**src/swab_pkg.sv**
```systemverilog
// ---------------------------------------------------------------------------
// swab_pkg: shared types and constants for the seen window ack bitmap
// Window geometry, field widths, stream packing and the ring command struct.
// ---------------------------------------------------------------------------
package swab_pkg;

    // ring geometry
    localparam int WINDOW  = 20;
    localparam int TOKEN_W = 64;
    localparam int PTR_W   = (WINDOW > 1) ? $clog2(WINDOW) : 1;

    // field widths of the stream items
    localparam int SIG_W    = 64;
    localparam int BITMAP_W = 20;
    localparam int COUNT_W  = 16;

    // bitmap bits that map onto ring positions
    localparam int MAP_N = (WINDOW < BITMAP_W) ? WINDOW : BITMAP_W;

    // stream data widths, padded to whole bytes
    localparam int S_TDATA_W = ((SIG_W + 1 + 7) / 8) * 8;
    localparam int M_FIELD_W = BITMAP_W + COUNT_W + SIG_W;
    localparam int M_TDATA_W = ((M_FIELD_W + 7) / 8) * 8;

    typedef logic [PTR_W-1:0]    ptr_t;
    typedef logic [WINDOW-1:0]   win_mask_t;
    typedef logic [TOKEN_W-1:0]  token_t;
    typedef logic [BITMAP_W-1:0] bitmap_t;
    typedef logic [COUNT_W-1:0]  count_t;

    localparam ptr_t   LAST_IDX  = PTR_W'(WINDOW - 1);
    localparam count_t COUNT_MAX = '1;

    // item kinds carried on s_tuser
    localparam logic KIND_ADD  = 1'b0;
    localparam logic KIND_SNAP = 1'b1;

    // commands from the sequencer to the ring storage
    typedef struct packed {
        logic   add_en;
        token_t add_token;
        logic   add_present;
        logic   rd_en;
        ptr_t   rd_addr;
    } ring_cmd_t;

endpackage

```
**src/seen_window_ack_bitmap.sv**
```systemverilog
// ---------------------------------------------------------------------------
// seen_window_ack_bitmap: ring of recent signature tokens with ack bitmap
// Add transfers store a token at the ring tail; snapshot transfers walk the
// ring oldest first and return one result per present token, or one tokenless result if none.
// ---------------------------------------------------------------------------
//
//  channel  | dir | tdata fields (lsb up)                      | tuser     | tlast
//  ---------+-----+--------------------------------------------+-----------+------
//  s_       | in  | sig_token[63:0], sig_nonempty              | kind      | -
//  m_       | out | ack_bitmap, adds_since_snapshot, out_token | has_token | last
//
//  An add is stored while idle; s_tready stays high across back-to-back adds.
//  A snapshot is captured while idle, then the walk steps over each ring
//  position and, at each present token, reads the memory, loads the output
//  register and offers the result.
//  s_tready is low from snapshot capture until its last result transfers.
//  A stalled m_tready holds the current result and the walk.
//  Reset (aresetn low, synchronous) clears the present marks, the tail
//  pointer and the add counter; no clearing pass is needed.
// ---------------------------------------------------------------------------
module seen_window_ack_bitmap (
    input  logic                           aclk,
    input  logic                           aresetn,
    // input stream
    input  logic                           s_tvalid,
    output logic                           s_tready,
    input  logic [swab_pkg::S_TDATA_W-1:0] s_tdata,   // sig_token, sig_nonempty
    input  logic                           s_tuser,   // kind
    // result stream
    output logic                           m_tvalid,
    input  logic                           m_tready,
    output logic [swab_pkg::M_TDATA_W-1:0] m_tdata,   // ack_bitmap,
                                                       // adds_since_snapshot,
                                                       // out_token
    output logic                           m_tuser,   // has_token
    output logic                           m_tlast    // last
);
    import swab_pkg::*;

    typedef enum logic [3:0] {
        ST_IDLE = 4'b0001,
        ST_WALK = 4'b0010,
        ST_LOAD = 4'b0100,
        ST_HOLD = 4'b1000
    } state_t;

    state_t    state_reg,  state_next;
    count_t    cnt_reg,    cnt_next;
    count_t    snap_cnt_reg, snap_cnt_next;
    bitmap_t   bitmap_reg, bitmap_next;
    win_mask_t pend_reg,   pend_next;
    ptr_t      pos_reg,    pos_next;
    ptr_t      phys_reg,   phys_next;
    token_t    tok_reg,    tok_next;
    logic      has_reg,    has_next;
    logic      last_reg,   last_next;

    ring_cmd_t ring_cmd;
    win_mask_t rot_mask;
    ptr_t      wr_ptr;
    token_t    rd_data;

    logic      s_xfer;
    logic      m_xfer;
    win_mask_t rest_mask;
    bitmap_t   snap_bitmap;
    logic [SIG_W-1:0] out_token;

    swab_ring u_ring (
        .aclk     (aclk),
        .aresetn  (aresetn),
        .cmd      (ring_cmd),
        .rot_mask (rot_mask),
        .wr_ptr   (wr_ptr),
        .rd_data  (rd_data)
    );

    assign s_xfer = s_tvalid && s_tready;
    assign m_xfer = m_tvalid && m_tready;

    // bitmap view of the rotated marks
    always_comb begin
        snap_bitmap = '0;
        for (int i = 0; i < MAP_N; i++) begin
            snap_bitmap[i] = rot_mask[i];
        end
    end

    // marks still pending after the current position
    always_comb begin
        rest_mask = pend_reg;
        rest_mask[pos_reg] = 1'b0;
    end

    // walk sequencer
    always_comb begin
        state_next    = state_reg;
        cnt_next      = cnt_reg;
        snap_cnt_next = snap_cnt_reg;
        bitmap_next   = bitmap_reg;
        pend_next     = pend_reg;
        pos_next      = pos_reg;
        phys_next     = phys_reg;
        tok_next      = tok_reg;
        has_next      = has_reg;
        last_next     = last_reg;

        ring_cmd             = '0;
        ring_cmd.add_token   = token_t'(s_tdata[SIG_W-1:0]);
        ring_cmd.add_present = s_tdata[SIG_W];
        ring_cmd.rd_addr     = phys_reg;

        case (state_reg)
            ST_IDLE: begin
                if (s_xfer && s_tuser == KIND_ADD) begin
                    ring_cmd.add_en = 1'b1;
                    if (cnt_reg != COUNT_MAX) begin
                        cnt_next = cnt_reg + 1'b1;
                    end
                end else if (s_xfer) begin
                    snap_cnt_next = cnt_reg;
                    cnt_next      = '0;
                    bitmap_next   = snap_bitmap;
                    pend_next     = rot_mask;
                    pos_next      = '0;
                    phys_next     = wr_ptr;
                    if (rot_mask == '0) begin
                        // empty snapshot: a single tokenless result
                        tok_next   = '0;
                        has_next   = 1'b0;
                        last_next  = 1'b1;
                        state_next = ST_HOLD;
                    end else begin
                        state_next = ST_WALK;
                    end
                end
            end
            ST_WALK: begin
                if (pend_reg[pos_reg]) begin
                    ring_cmd.rd_en = 1'b1;
                    state_next     = ST_LOAD;
                end else begin
                    pos_next  = pos_reg + 1'b1;
                    phys_next = (phys_reg == LAST_IDX) ? '0 : phys_reg + 1'b1;
                end
            end
            ST_LOAD: begin
                tok_next   = rd_data;
                has_next   = 1'b1;
                last_next  = (rest_mask == '0);
                state_next = ST_HOLD;
            end
            ST_HOLD: begin
                if (m_tready) begin
                    if (last_reg) begin
                        state_next = ST_IDLE;
                    end else begin
                        pend_next  = rest_mask;
                        pos_next   = pos_reg + 1'b1;
                        phys_next  = (phys_reg == LAST_IDX) ? '0 : phys_reg + 1'b1;
                        state_next = ST_WALK;
                    end
                end
            end
            default: begin
                state_next = ST_IDLE;
            end
        endcase
    end

    // control registers
    always_ff @(posedge aclk) begin
        if (!aresetn) begin
            state_reg <= ST_IDLE;
            cnt_reg   <= '0;
        end else begin
            state_reg <= state_next;
            cnt_reg   <= cnt_next;
        end
    end

    // walk and result payload registers
    always_ff @(posedge aclk) begin
        snap_cnt_reg <= snap_cnt_next;
        bitmap_reg   <= bitmap_next;
        pend_reg     <= pend_next;
        pos_reg      <= pos_next;
        phys_reg     <= phys_next;
        tok_reg      <= tok_next;
        has_reg      <= has_next;
        last_reg     <= last_next;
    end

    // result stream packing
    always_comb begin
        out_token = '0;
        out_token[TOKEN_W-1:0] = tok_reg;
        m_tdata = '0;
        m_tdata[M_FIELD_W-1:0] = {out_token, snap_cnt_reg, bitmap_reg};
    end

    assign s_tready = (state_reg == ST_IDLE);
    assign m_tvalid = (state_reg == ST_HOLD);
    assign m_tuser  = has_reg;
    assign m_tlast  = last_reg;

`ifndef NO_ASSERTIONS
    // input side is closed while a result is offered
    a_no_overlap: assert property (@(posedge aclk) disable iff (!aresetn)
        !(s_tready && m_tvalid))
        else $error("input accepted while a result is pending");

    // a tokenless result is the only result of an empty snapshot
    a_empty_result: assert property (@(posedge aclk) disable iff (!aresetn)
        (m_tvalid && !m_tuser) |-> (m_tlast && bitmap_reg == '0))
        else $error("tokenless result is not a lone empty snapshot");

    // a snapshot clears the add counter
    a_cnt_cleared: assert property (@(posedge aclk) disable iff (!aresetn)
        (s_xfer && s_tuser == KIND_SNAP) |=> (cnt_reg == '0))
        else $error("add counter not cleared by snapshot");

    // pointers stay inside the window
    a_ptr_range: assert property (@(posedge aclk) disable iff (!aresetn)
        (wr_ptr <= LAST_IDX) && (state_reg == ST_IDLE || pos_reg <= LAST_IDX))
        else $error("ring pointer out of window");

    // a token result comes from a present ring position
    a_token_present: assert property (@(posedge aclk) disable iff (!aresetn)
        (m_tvalid && m_tuser) |-> pend_reg[pos_reg])
        else $error("token result at a position with no present mark");
`endif

endmodule

```
**src/swab_ring.sv**
```systemverilog
// ---------------------------------------------------------------------------
// swab_ring: token ring storage with present marks
// Holds the token memory, the present marks and the write pointer, and
// presents the marks rotated so that bit 0 is the oldest entry.
// ---------------------------------------------------------------------------
module swab_ring (
    input  logic                  aclk,
    input  logic                  aresetn,
    input  swab_pkg::ring_cmd_t   cmd,
    output swab_pkg::win_mask_t   rot_mask,
    output swab_pkg::ptr_t        wr_ptr,
    output swab_pkg::token_t      rd_data
);
    import swab_pkg::*;

    token_t    token_mem [WINDOW];
    token_t    rd_data_reg;
    win_mask_t present_reg;
    win_mask_t present_next;
    ptr_t      wr_ptr_reg;
    ptr_t      wr_ptr_next;

    // token memory: one write port, one registered read port
    always_ff @(posedge aclk) begin
        if (cmd.add_en) begin
            token_mem[wr_ptr_reg] <= cmd.add_token;
        end
        if (cmd.rd_en) begin
            rd_data_reg <= token_mem[cmd.rd_addr];
        end
    end

    // present marks and write pointer update on an add
    always_comb begin
        present_next = present_reg;
        wr_ptr_next  = wr_ptr_reg;
        if (cmd.add_en) begin
            present_next[wr_ptr_reg] = cmd.add_present;
            wr_ptr_next = (wr_ptr_reg == LAST_IDX) ? '0 : wr_ptr_reg + 1'b1;
        end
    end

    always_ff @(posedge aclk) begin
        if (!aresetn) begin
            present_reg <= '0;
            wr_ptr_reg  <= '0;
        end else begin
            present_reg <= present_next;
            wr_ptr_reg  <= wr_ptr_next;
        end
    end

    // rotate marks so position i is i entries after the write pointer
    always_comb begin
        logic [PTR_W:0] sum;
        rot_mask = '0;
        for (int i = 0; i < WINDOW; i++) begin
            sum = {1'b0, wr_ptr_reg} + (PTR_W+1)'(i);
            if (sum >= (PTR_W+1)'(WINDOW)) begin
                sum = sum - (PTR_W+1)'(WINDOW);
            end
            rot_mask[i] = present_reg[sum[PTR_W-1:0]];
        end
    end

    assign wr_ptr  = wr_ptr_reg;
    assign rd_data = rd_data_reg;

endmodule

```
**config.mk**
```make
export PLATFORM = sky130hd
export DESIGN_NAME = seen_window_ack_bitmap
export DESIGN_NICKNAME = d
export VERILOG_FILES = /design/src/swab_pkg.sv /design/src/seen_window_ack_bitmap.sv /design/src/swab_ring.sv
export SDC_FILE = /design/constraint.sdc
export NUM_CORES = 2
export LEC_CHECK = 0
export ABC_AREA = 1
export BUFFER_PORTS_ARGS = -buffer_cell sky130_fd_sc_hd__buf_4
export CAP_MARGIN = 20
export CORE_MARGIN = 2
export CORE_UTILIZATION = 61
export DETAILED_ROUTE_END_ITERATION = 12
export PLACE_DENSITY_LB_ADDON = 0.05
export SLEW_MARGIN = 20
export SYNTH_ARGS = -nofsm -noshare
export SYNTH_HDL_FRONTEND = slang
export SYNTH_SLANG_ARGS = --single-unit
```
**constraint.sdc**
```tcl
create_clock -name aclk -period 6 [get_ports aclk]
set_clock_uncertainty 0.15 [all_clocks]
set_input_delay 0.9 -clock aclk [delete_from_list [all_inputs] [get_ports aclk]]
set_output_delay 0.9 -clock aclk [all_outputs]
set_load 0.02 [all_outputs]
```
==> impl_metrics.json <==
{
  "status": "finished clean",
  "min_path_type": "reg2reg",
  "largest_register_ffs": 1280,
  "cts.sinks": 1521,
  "avgSynthCellArea_um2": 11.9,
  "area_growth_pct": 12.6,
  "cp_max_fo": 31,
  "pre_cts_slack_ps": 1210,
  "critPathLaunch": "u_ring.wr_ptr[1]$_SDFFE_PN0P_",
  "ant_nets": 0,
  "cts_tree": "built",
  "total_power_mw": 31.6,
  "grt_use_total_pct": 30.3,
  "numCtsBuffers": 150,
  "grt_pass1_vias": 39700,
  "hold_buffers": 0,
  "drive_above_1_share_pct": 9.70,
  "num_rows": 117,
  "detail_route.first_pass.iterations": 6,
  "core_area_um2": 102000,
  "synth_commonest_cells": "edfxtp_1, nor2_1, o21ai_0",
  "p_per_area_nw_per_um2": 448,
  "path_clk_slew_ps": 70,
  "htreeDepth": 4,
  "nets": 5486,
  "start_util_pct": 61.5,
  "slew_viol_final": 0,
  "dp_hpwl_um": 79600,
  "ir_worst_vdd_mv": 0.653,
  "antenna_found_initial": 9,
  "postSynthCellCount": 5256,
  "vias": 42100,
  "cts-resized-gates": 0,
  "grt_overflow_total": 0,
  "hold_viol": 0,
  "maxCapViolations": 0,
  "fin_crit_sh_pct": 81.3,
  "slew_headroom_pct": 20.3,
  "fin_area_um2": 70500,
  "yosys.area.top_type_share_pct": 70.7,
  "clockRootBuffer": "clkbuf_16",
  "cp-start-kind": "flip-flop",
  "cts_setup_buffers": 0,
  "grt_pass1_wl_um": 242000,
  "die_y_um": 324,
  "critical_path_class": "reg2reg",
  "post-route-util_pct": 69.2,
  "synth.most_common_cell": "edfxtp_1",
  "dpl_cell_area_um2": 65600,
  "rsz0062_at_grt": "no",
  "drtIter0Drc": 5123,
  "worstPathRequired_ps": 6290,
  "cts_buffer_depth": 3,
  "grt_max_degree": 199,
  "die_w_um": 324,
  "setup_viol": 0,
  "synth_edf_count": 1476,
  "wl_per_cell_um": 23.5,
  "ys_ff_latch": 1521,
  "timing.final.crit_period_ps": 4880,
  "worst_pin_slew_ps": 1200,
  "synthTopCellsByArea": "edfxtp_1, o21ai_0, nor2_1, o22ai_1, nand2_1",
  "synth_cell_type_count": 50,
  "ff2ff_setup_slack_ps": 1120,
  "num_io_pins": 185,
  "seq_area_frac_synth_pct": 72.2,
  "fin_cells": 6844,
  "tns_ps": 0,
  "detail_route.vias_per_cell": 6.16,
  "worst_hold_startpoint": "cnt_reg[15]$_SDFFE_PN0P_",
  "drt-total-wl_um": 161000,
  "holdWs_ps": 280,
  "dieArea_um2": 105000,
  "yosys_warnings": 0,
  "synth_ff_type": "edfxtp_1",
  "cp.arrival_ps": 5170,
  "portBuffers": 173,
  "dpl.cell_count": 6567,
  "async_reset_ff_share_pct": 0,
  "reg2reg_from": "u_ring.wr_ptr[1]$_SDFFE_PN0P_",
  "synth.largest_area_cell": "edfxtp_1",
  "fill_cells": 7360,
  "synth_area_um2": 62700,
  "max_clock_freq_mhz": 205,
  "setup_ws_ps": 1120,
  "cp-end-kind": "flip-flop",
  "drcViolationCount": 0,
  "leakagePower_nw": 24.4,
  "clk_latency_ps": 760,
  "gp_congestion": 0.907
}
placed cells by master, fill, tap and decap left out, drive strengths merged, types with 4 or more instances in the layout:
| cell type | count |
|---|---|
| a21oi | 48 |
| a22oi | 4 |
| buf | 252 |
| bufinv | 14 |
| clkbuf | 191 |
| clkinv | 60 |
| clkinvlp | 6 |
| conb | 4 |
| dfxtp | 45 |
| edfxtp | 1476 |
| ha | 55 |
| inv | 227 |
| nand2 | 590 |
| nand3 | 180 |
| nand3b | 9 |
| nand4 | 13 |
| nor2 | 932 |
| nor3 | 10 |
| o21ai | 915 |
| o22ai | 390 |
| o32ai | 4 |
| xnor2 | 8 |
| xor2 | 19 |
worst paths after layout:
path,end,cells past startpoint
min,snap_cnt_reg[15]$_DFFE_PP_,0
max reg2reg,out_token[36]$_SDFFCE_PN0P_,21
max,out_token[36]$_SDFFCE_PN0P_,21
min reg2reg,snap_cnt_reg[15]$_DFFE_PP_,0
final cells by class:
class	count	area, µm²	share of cell area, %
Clock inverter	82	911	1.29
Clock buffer	190	4020	5.70
Multi-Input combinational cell	3202	15500	22.0
Timing Repair Buffer	253	2270	3.21
Antenna cell	3	7.51	0.0106
Sequential cell	1521	45200	64.1
Inverter	225	875	1.24
Tap cell	1368	1710	2.43
worst max-delay path, stage by stage, from the launching register on:
cell     delay [ps]
dfxtp_1         310
inv_1           470
ha_1            530
xor2_2          510
ha_1            240
nand2_1          50
nand2_1          70
nand3_1         120
nand2_1         180
o21ai_0         120
nand3_1         100
nand2_1          60
a21oi_1         300
nand2_1          90
nor2_1          220
nand2_1          90
nor2_1          100
nand2_1         110
nand2_2          90
nand3_2         120
inv_4           190
buf_12          280
routing by layer:
layer / up-vias / wire length, µm / track usage [%]
li1: 19200 / - / -
met1: 20600 / 66200 / 43.5
met2: 2061 / 75600 / 48.3
met3: 275 / 15300 / 5.31
met4: 12 / 3710 / 8.65
met5: - / 80 / 0
report_power, final:
part	leakage, nW	internal (mW)	switching, mW
Combinational	8.32	2.79	6.76
Clock	2.39	5.39	3.98
Sequential	13.7	12.5	0.230
Total	24.4	20.6	11.0
logic make-up (layout without fill, tap and decap cells):
group	count (synthesis)	count (layout)	share of synthesized area, %
mux	1	1	0.0180
buf+inv	536	750	3.34
other cells	1	7	0.00599
xor+xnor	27	27	0.425
flops	1521	1521	72.2
simple gates	1739	1739	11.0
fa+ha+maj	56	56	1.13
compound gates	1375	1375	11.9
No activity file was read; power rests on OpenSTA's default activity.
